$ cat config.mk
export PLATFORM = sky130hd
export DESIGN_NAME = h3inv_output
export DESIGN_NICKNAME = d
export VERILOG_FILES = /design/src/sv/h3inv_pkg.sv /design/src/sv/h3inv_output.sv
export SDC_FILE = /design/constraint.sdc
export NUM_CORES = 1
export LEC_CHECK = 0
export BUFFER_PORTS_ARGS = -buffer_cell sky130_fd_sc_hd__buf_2
export CAP_MARGIN = 40
export CORE_AREA = 2 2 627 629
export DETAILED_ROUTE_END_ITERATION = 7
export DIE_AREA = 0 0 629 631
export PLACE_DENSITY = 0.3
export REMOVE_ABC_BUFFERS = 1
export SLEW_MARGIN = 10
export SYNTH_ARGS = -nofsm -noshare
export SYNTH_HDL_FRONTEND = slang
export SYNTH_SLANG_ARGS = --single-unit
$ cat constraint.sdc
create_clock -name clock -period 4.2 [get_ports clock]
set_input_delay 0.42 -clock clock [delete_from_list [all_inputs] [get_ports clock]]
set_output_delay 0.42 -clock clock [all_outputs]
set_load 0.05 [all_outputs]
$ cat src/sv/h3inv_pkg.sv
// Shared widths, constants and types of the homogeneous 3x3 inverse block.
package h3inv_pkg;

   localparam int COORD_W = 16;
   localparam int DIFF_W = COORD_W + 1;
   localparam int PROD_W = 2 * COORD_W + 1;
   localparam int TERM_W = COORD_W + DIFF_W;
   localparam int DET_W = TERM_W + 2;
   localparam int MAG_W = DET_W - 1;
   localparam int QUO_W = 48;
   localparam int NUM_LANES = 9;

   localparam int DEF_COORD_FRAC_BITS = 4;
   localparam int DEF_RESULT_FRAC_BITS = 24;

   localparam logic [QUO_W-1:0] POS_MAX = {1'b0, {(QUO_W - 1){1'b1}}};
   localparam logic [QUO_W-1:0] NEG_MIN = {1'b1, {(QUO_W - 1){1'b0}}};

   // One division lane: partial remainder, dividend bits still to shift in,
   // quotient bits so far, result sign and the early overflow mark.
   typedef struct packed {
      logic neg;
      logic ovf;
      logic [MAG_W-1:0] rem;
      logic [QUO_W-1:0] low;
      logic [QUO_W-1:0] quo;
   } div_lane_type;

   typedef div_lane_type [NUM_LANES-1:0] lane_vec_type;

   typedef struct packed {
      logic valid;
      logic singular;
   } pipe_ctl_type;

endpackage

$ cat src/sv/h3inv_output.sv
// Output stage: sign, saturation, singular override and the result register.
module h3inv_output (
   input  logic clock,
   input  logic reset,
   input  h3inv_pkg::pipe_ctl_type in_ctl,
   input  h3inv_pkg::lane_vec_type in_lanes,
   output logic out_valid,
   output logic out_singular,
   output logic [h3inv_pkg::NUM_LANES-1:0][h3inv_pkg::QUO_W-1:0] out_vals
);
   import h3inv_pkg::*;

   logic valid_ff;
   logic singular_ff;
   logic [NUM_LANES-1:0][QUO_W-1:0] vals_ff;
   logic [NUM_LANES-1:0][QUO_W-1:0] vals_in;

   always_comb begin
      for (int k = 0; k < NUM_LANES; k++) begin
         if (in_ctl.singular) begin
            vals_in[k] = '0;
         end else if (in_lanes[k].ovf || in_lanes[k].quo[QUO_W-1]) begin
            vals_in[k] = in_lanes[k].neg ? NEG_MIN : POS_MAX;
         end else if (in_lanes[k].neg) begin
            vals_in[k] = -in_lanes[k].quo;
         end else begin
            vals_in[k] = in_lanes[k].quo;
         end
      end
   end

   always_ff @(posedge clock) begin
      if (reset) begin
         valid_ff <= 1'b0;
      end else begin
         valid_ff <= in_ctl.valid;
      end
   end

   always_ff @(posedge clock) begin
      singular_ff <= in_ctl.singular;
      vals_ff <= vals_in;
   end

   assign out_valid = valid_ff;
   assign out_singular = singular_ff;
   assign out_vals = vals_ff;

endmodule

==> results of run 1 <==
power groups by stage:
stage	registers, mW	logic [mW]	clock network [mW]
3_5_place_dp	4.62	3.54	0
5_1_grt	4.55	3.99	7.30
6_report	4.52	3.73	6.78
4_1_cts	4.54	3.81	7.22
2_1_floorplan	5.55	0.775	0
3_3_place_gp	4.62	3.53	0
worst max-delay path, cell delays in order:
cell	delay [ps]
dlygate4sd3_1	530
buf_2	130
inv_1	100
ha_1	260
nor4b_1	430
nand4_1	510
or3_1	700
or4_1	520
a31oi_1	220
dlygate4sd3_1	590
cells by family after synthesis:
family	after synthesis
simple gates	1617
xor+xnor	32
compound gates	915
buf+inv	341
flops	434
mux	150
fa+ha+maj	9
what timing repair did:
action / CTS / global route
endpoints found under the hold margin: 283 / 0
endpoints found under the setup margin: 0 / 0
hold buffers: 313 / 0
gates resized for setup: 0 / 0
worst min path at each step:
stage | from | to | slack [ps] | depth (start not counted)
floorplan | in_ctl[0] | out_singular | 450 | 0
global placement | reset | out_valid | 580 | 2
detailed placement | reset | out_valid | 590 | 2
CTS | in_lanes[408] | out_vals[156] | 0.5 | 3
global route | in_lanes[436] | out_vals[184] | 30 | 3
finish | in_lanes[304] | out_vals[136] | 70 | 3
cell type report:
| cell class | instances | share of cell area |
|---|---|---|
| diodes | 21 | 0.00120 |
| inverters | 58 | 0.00503 |
| clock buffers | 99 | 0.0477 |
| repair buffers | 1381 | 0.206 |
| well taps | 5220 | 0.149 |
| multi-input cells | 2723 | 0.381 |
| flip-flops and latches | 434 | 0.199 |
| clock inverters | 33 | 0.0114 |
sequential cells by signal, summed over array words and instances (netlist names):
name / count
out_singular: 1
out_vals: 432
out_valid: 1
per-stage QoR:
stage,hold slack [ps],worst slack [ps]
5_1_grt,29.2,352
3_5_place_dp,588,704
3_3_place_gp,581,497
4_1_cts,0.528,622
6_report,67.3,506
2_1_floorplan,448,1160
layer usage:
| layer | routed length, um | share of wire | GRT usage | vias to the layer above |
|---|---|---|---|---|
| met1 | 92100 | 0.43 | 0.130 | 16500 |
| met3 | 16300 | 0.076 | 0.0302 | 248 |
| li1 | - | - | - | 15836 |
| met2 | 100000 | 0.47 | 0.172 | 1340 |
| met5 | 179 | 0.00083 | 0 | - |
| met4 | 5890 | 0.027 | 0.0263 | 30 |
layout by cell type, fill, tap and decap left out, types with 13 or more instances in the layout:
cell type,netlist,final
dlygate4sd3_1,0,313
clkbuf_1,258,13
nand2_1,136,136
nor2b_1,18,18
mux2_2,32,32
nor4_2,7,13
a211oi_1,36,36
and3_1,16,16
dfxtp_1,434,434
inv_1,53,53
o41ai_1,32,32
diode_2,0,21
nor2_1,554,551
nand2b_1,19,19
o21ai_0,253,252
clkinv_2,0,13
a311oi_1,21,19
buf_2,5,890
nand3_1,76,76
or3_1,100,100
nand4_1,106,106
buf_4,0,169
clkbuf_16,0,76
nand4b_1,17,17
or4_1,71,71
o32ai_1,16,16
or2_2,23,23
a21oi_1,115,115
o22ai_1,50,50
a31oi_1,133,132
a2111o_1,53,53
nor4_1,182,176
mux2i_1,118,117
xnor2_1,30,30
nand3b_1,13,13
o31a_1,17,17
nor3_1,222,219
o22a_1,79,79
==> results.md, run 1 <==
* Psw at 5.50 mW
* Cells after DPL at 9,503
* # H-tree levels at 3
* Peak supply drop at 0.000271 V
* Synth top area share at 0.327
* Setup TNS at 0 ps
* Ys async rst share at 0
* Post-CTS Repair Setup Buffers at 0
* CTS tree: built
* Overall power at 15.0 mW
* Layout fillers at 45.7k
* Post-Synth Simple-Gate Area at 0.316
* Primary FF master, synth: dfxtp_1
* Required @ worst endpoint at 4930 ps
* Syn avg cell area at 7.59 um^2
* Sequential area share after synthesis at 0.327
* Area occupied by multi-input gates at 16,700 um^2
* Core Util, Final at 0.112
* Leakage power at 15.3 nW
* Nets@finish at 5,874
* Tmin final at 3690 ps
* Fin. max-slew vios at 0
* Global placer's final weighted congestion at 0.817
* Final hold violation count at 0
* Post-route ant nets at 0
* Die width at 629 um
* Cts bufs inserted at 75
* Hold WC Path Type: input port to register
* Starting DRT DRC Count at 2,337
* Pin count of the biggest net entering global routing at 108
* Crit end category: register
* Syn. warnings at 0
* Compound-cell area share of the yosys netlist at 0.235
* First-pass GRT wire length at 288,000 um
* Critical Path Start: in_lanes[132]
* Largest family of logic cells by synthesized area: simple AND/OR/NAND/NOR gates
* Fraction of layout cells with a size suffix above 1 at 0.272
* Drt wl/cell at 21.5 um
* IO buf count at 887
* Max Cap Violations at 0
* Power Density at 344 nW/um^2
* Synth Area in Adders at 0.00424
* Setup CP Type: input port to register
* Flop pwr share at 0.301
* Proportion of synthesized area in mux cells at 0.0581
* Initial core utilization at 0.0679
* Number of library cell types mapped by synthesis at 72
* Vias per cell at 3.41
* Post-synthesis xor/xnor area fraction at 0.0106
* Die Ht at 631 um
* Cell with the most instances after synthesis: nor2_1
* Status: finished, final reports clean
* Sw Share at 0.366
* Die ar. at 397,000 um^2
* Worst Setup EP: out_vals[80]
* Startpoint Class: input port
* Synth-to-Final Area Change at 64.9%
* Slew Limit Headroom at 0.254
* Critical Path AT at 4420 ps
* # setup viols final at 0
* Initial antenna violation count at 90
* Rows at 230
* Grt total ovfl at 0
* Max Fclk at 271 MHz
* Max clock buf depth at 4
* Unrepaired setup endpoints after global routing: no
* Combinational share of power at 0.248
* Cell Int Power at 9.54 mW
* Mapped Area at 26,500 um^2
* DR vias at 34.0k
* Non-filler cells, final at 9,969
* CTS clock-pin slew for the worst setup and hold paths at 60 ps
* Power share of the clock group at 0.451
* CTS root buf: clkbuf_16
* Top cells by count, synth: nor2_1, dfxtp_1, clkbuf_1, o21ai_0, nor3_1
* Post-synthesis sequential element count at 434
* CP max FO at 11
* Synth area leaders: dfxtp_1, nor2_1, o21ai_0
* Overall fraction of global-route tracks in use at 0.104
* Wirelength, routed at 215,000 um
* Slew at the pin closest to its max-slew limit at 1110 ps
* DP Wirelength at 176,000 um
* Pre-antenna DRT Iters at 6
* Clock sink count at 434
* Area of the core at 391,000 um^2
* Fin area at 43,800 um^2
* Post-synth EDFFs at 0
* Fin crit share at 0.880
* Ports at 1,626
* DP Area at 38,000 um^2
* Largest area contributor in the netlist: dfxtp_1
* DRC Markers at 0
* Number of global-route vias before repair at 32.6k
* Register Area at 8690 um^2
* Mapped Cells at 3,498
Note: power is estimated with default switching activity, not from simulation.
==> inputs of run 2 (changes only) <==
--- a/config.mk
+++ b/config.mk
@@ -7,9 +7,9 @@
 export LEC_CHECK = 0
 export BUFFER_PORTS_ARGS = -buffer_cell sky130_fd_sc_hd__buf_2
 export CAP_MARGIN = 40
-export CORE_AREA = 2 2 627 629
+export CORE_AREA = 2 2 629 631
 export DETAILED_ROUTE_END_ITERATION = 7
-export DIE_AREA = 0 0 629 631
+export DIE_AREA = 0 0 631 633
 export PLACE_DENSITY = 0.3
 export REMOVE_ABC_BUFFERS = 1
 export SLEW_MARGIN = 10
==> run 2 against run 1 <==
  * Total power is 1.6% lower
  * Worst hold slack gained 25 ps
  * Critical path depth rose by 1
  * Cell count down 0.86%
  * Non-clock buffer count shrank 96
  * Combinational power decreased by 5%
  * Largest power group unchanged
  * Clock power down 0.7%
  * Highest routed layer unchanged
  * Sequential share of layout area up 0.43 points
  * Global-route usage shrank 0.61 points
  * Count of clock-buffer cells in the layout decreased by 4
==> results.md, run 2 (synthesized netlist as in run 1, its figures left out) <==
* Status: finished, final reports clean
* Post-route ant nets at 0 (unchanged)
* Crit path largest cell delay at 600 ps (-100 ps)
* Psw at 5.47 mW (-0.42%)
* Power share of the clock group at 0.455 (+0.004)
* Layout fillers at 45.8k (+0.10%)
* Fin crit share at 0.788 (-0.0916)
* Hold EP: out_vals[175]
* Pin count of the biggest net entering global routing at 115 (+6.5%)
* Hold WC Path Type: input port to register
* Min-delay src: in_lanes[427]
* Overall fraction of global-route tracks in use at 0.0975 (-0.00611)
* CP delay by family, top: buffers and inverters
* Startpoint Class: input port
* Setup CP Type: input port to register
* Initial core utilization at 0.0677 (-0.000199)
* Resized cells post-CTS at 0 (unchanged)
* Grt met2 use at 0.155 (-0.0175)
* Initial antenna violation count at 121 (+34%)
* Max Fclk at 302 MHz (+12%)
* Flop pwr share at 0.307 (+0.006)
* DRC Markers at 0 (unchanged)
* First-pass GRT wire length at 275,000 um (-4.7%)
* Fraction of layout cells with a size suffix above 1 at 0.270 (-0.00167)
* Slew Limit Headroom at 0.280 (+0.0253)
* Most common cell after layout, fill and taps aside: buf_2
* DP Wirelength at 165,000 um (-6.2%)
* Tmin final at 3310 ps (-385 ps)
* Die ar. at 399,000 um^2 (+0.64%)
* Fin. max-slew vios at 0 (unchanged)
* Rows at 230 (unchanged)
* Starting DRT DRC Count at 2,087 (-11%)
* Vias per cell at 3.41 (+0.19%)
* Required @ worst endpoint at 4960 ps (+30 ps)
* Ports at 1,626 (unchanged)
* Crit end category: register
* Wirelength, routed at 205,000 um (-4.5%)
* Clock sink count at 434 (unchanged)
* # setup viols final at 0 (unchanged)
* Max clock buf depth at 4 (unchanged)
* Die Ht at 633 um (+0.32%)
* Synth-to-Final Area Change at 61.4%
* Power Density at 346 nW/um^2 (+0.58%)
* Unrepaired setup endpoints after global routing: no
* Combinational share of power at 0.238 (-0.010)
* CP dominant cell by count: dlygate4sd3_1
* Cts bufs inserted at 77 (+2.7%)
* Drt wl/cell at 20.7 um (-3.7%)
* Die width at 631 um (+0.32%)
* Crit path buffers/inverters at 5 (+1)
* Slew at the pin closest to its max-slew limit at 1080 ps (-33.8 ps)
* Setup TNS at 0 ps (unchanged)
* CTS clock-pin slew for the worst setup and hold paths at 60 ps (about the same)
* # H-tree levels at 3 (unchanged)
* Max reg flops at 432 (unchanged)
* Met3 usage at 0.0305 (+0.000297)
* CP max FO at 9 (-2)
* Crit path cell chain: dlygate4sd3_1 > buf_2 > inv_1 > ha_1 > nor4b_2 > buf_4 > nand4_1 > nand4bb_1 > or4_1 > a31oi_1 > dlygate4sd3_1
* Stages on worst setup path at 11 (+1)
* Grt total ovfl at 0 (unchanged)
* Global placer's final weighted congestion at 0.805 (-1.5%)
* Commonest non-fill, non-tap cells in the layout: buf_2, nor2_1, dfxtp_1
* DR vias at 33.7k (-0.68%)
* Leakage power at 14.8 nW (-3.1%)
* Post-CTS Repair Setup Buffers at 0 (unchanged)
* CTS tree: built
* Nets@finish at 5,780 (-1.6%)
* Final hold violation count at 0 (unchanged)
* Hold slack at 92.6 ps (+25.3 ps)
* Critical Path AT at 4070 ps (-350 ps)
* Critical Path Start: in_lanes[792]
* Sw Share at 0.370 (+0.00428)
* Met1 Track Usage GR at 0.124 (-0.00657)
* Number of global-route vias before repair at 32.5k (-0.36%)
* Pre-antenna DRT Iters at 5 (-1)
* Slowest CP cell: dlygate4sd3_1
* Hold Crit Depth at 3 (unchanged)
* Peak supply drop at 0.000281 V (+3.8%)
* Max Cap Violations at 0 (unchanged)
* IO buf count at 887 (unchanged)
* CTS root buf: clkbuf_16
* Cell Int Power at 9.32 mW (-2.2%)
* Area of the core at 392,000 um^2 (+0.29%)
* GRT Max-Usage Layer: met2
## run 2: what timing repair did
action,4_1_cts,5_1_grt
hold buffers,253,0
endpoints found under the hold margin,235,0
setup endpoints to repair,0,0
## run 2: how the worst max path moves through the flow
stage	end	slack, ps
3_3_place_gp	out_vals[430]	510
5_1_grt	out_vals[334]	690
6_report	out_vals[334]	890
2_1_floorplan	out_vals[116]	1160
3_5_place_dp	out_vals[430]	480
4_1_cts	out_vals[430]	830
## run 2: cell type report
| class | count | area (um^2) | area share |
|---|---|---|---|
| diodes | 28 | 70.1 | 0.00164 |
| flip-flops and latches | 434 | 8690 | 0.203 |
| inverters | 58 | 220 | 0.00514 |
| well taps | 5220 | 6530 | 0.153 |
| repair buffers | 1285 | 8120 | 0.190 |
| clock buffers | 95 | 2120 | 0.0494 |
| multi-input cells | 2723 | 16600 | 0.388 |
| clock inverters | 40 | 464 | 0.0108 |
## run 2: metrics by stage
step,instances,power [mW],util,instance area [um^2],worst slack [ps]
after floorplan,3215,6.32,-,25500,1160
after global placement,9460,7.97,0.0958,37600,515
after detailed placement,9467,7.97,0.0960,37600,484
after global routing,9869,15.5,0.109,42800,686
final,9883,14.8,0.109,42800,891
after CTS,9855,15.3,0.109,42800,827
## run 2: power groups by stage
stage / registers, mW / logic, mW / clock network, mW
after floorplan: 5.55 / 0.775 / 0
after global placement: 4.63 / 3.34 / 0
after detailed placement: 4.63 / 3.35 / 0
after CTS: 4.54 / 3.57 / 7.14
after global routing: 4.56 / 3.77 / 7.22
final: 4.54 / 3.53 / 6.73
## run 2: metal layers
metal  wire length, um  vias up  part of all wire
li1                  -    15629                 -
met1             89000    16307              0.43
met2             91200     1383              0.45
met3             16500      365             0.081
met4              7940       40             0.039
met5               264        -            0.0013
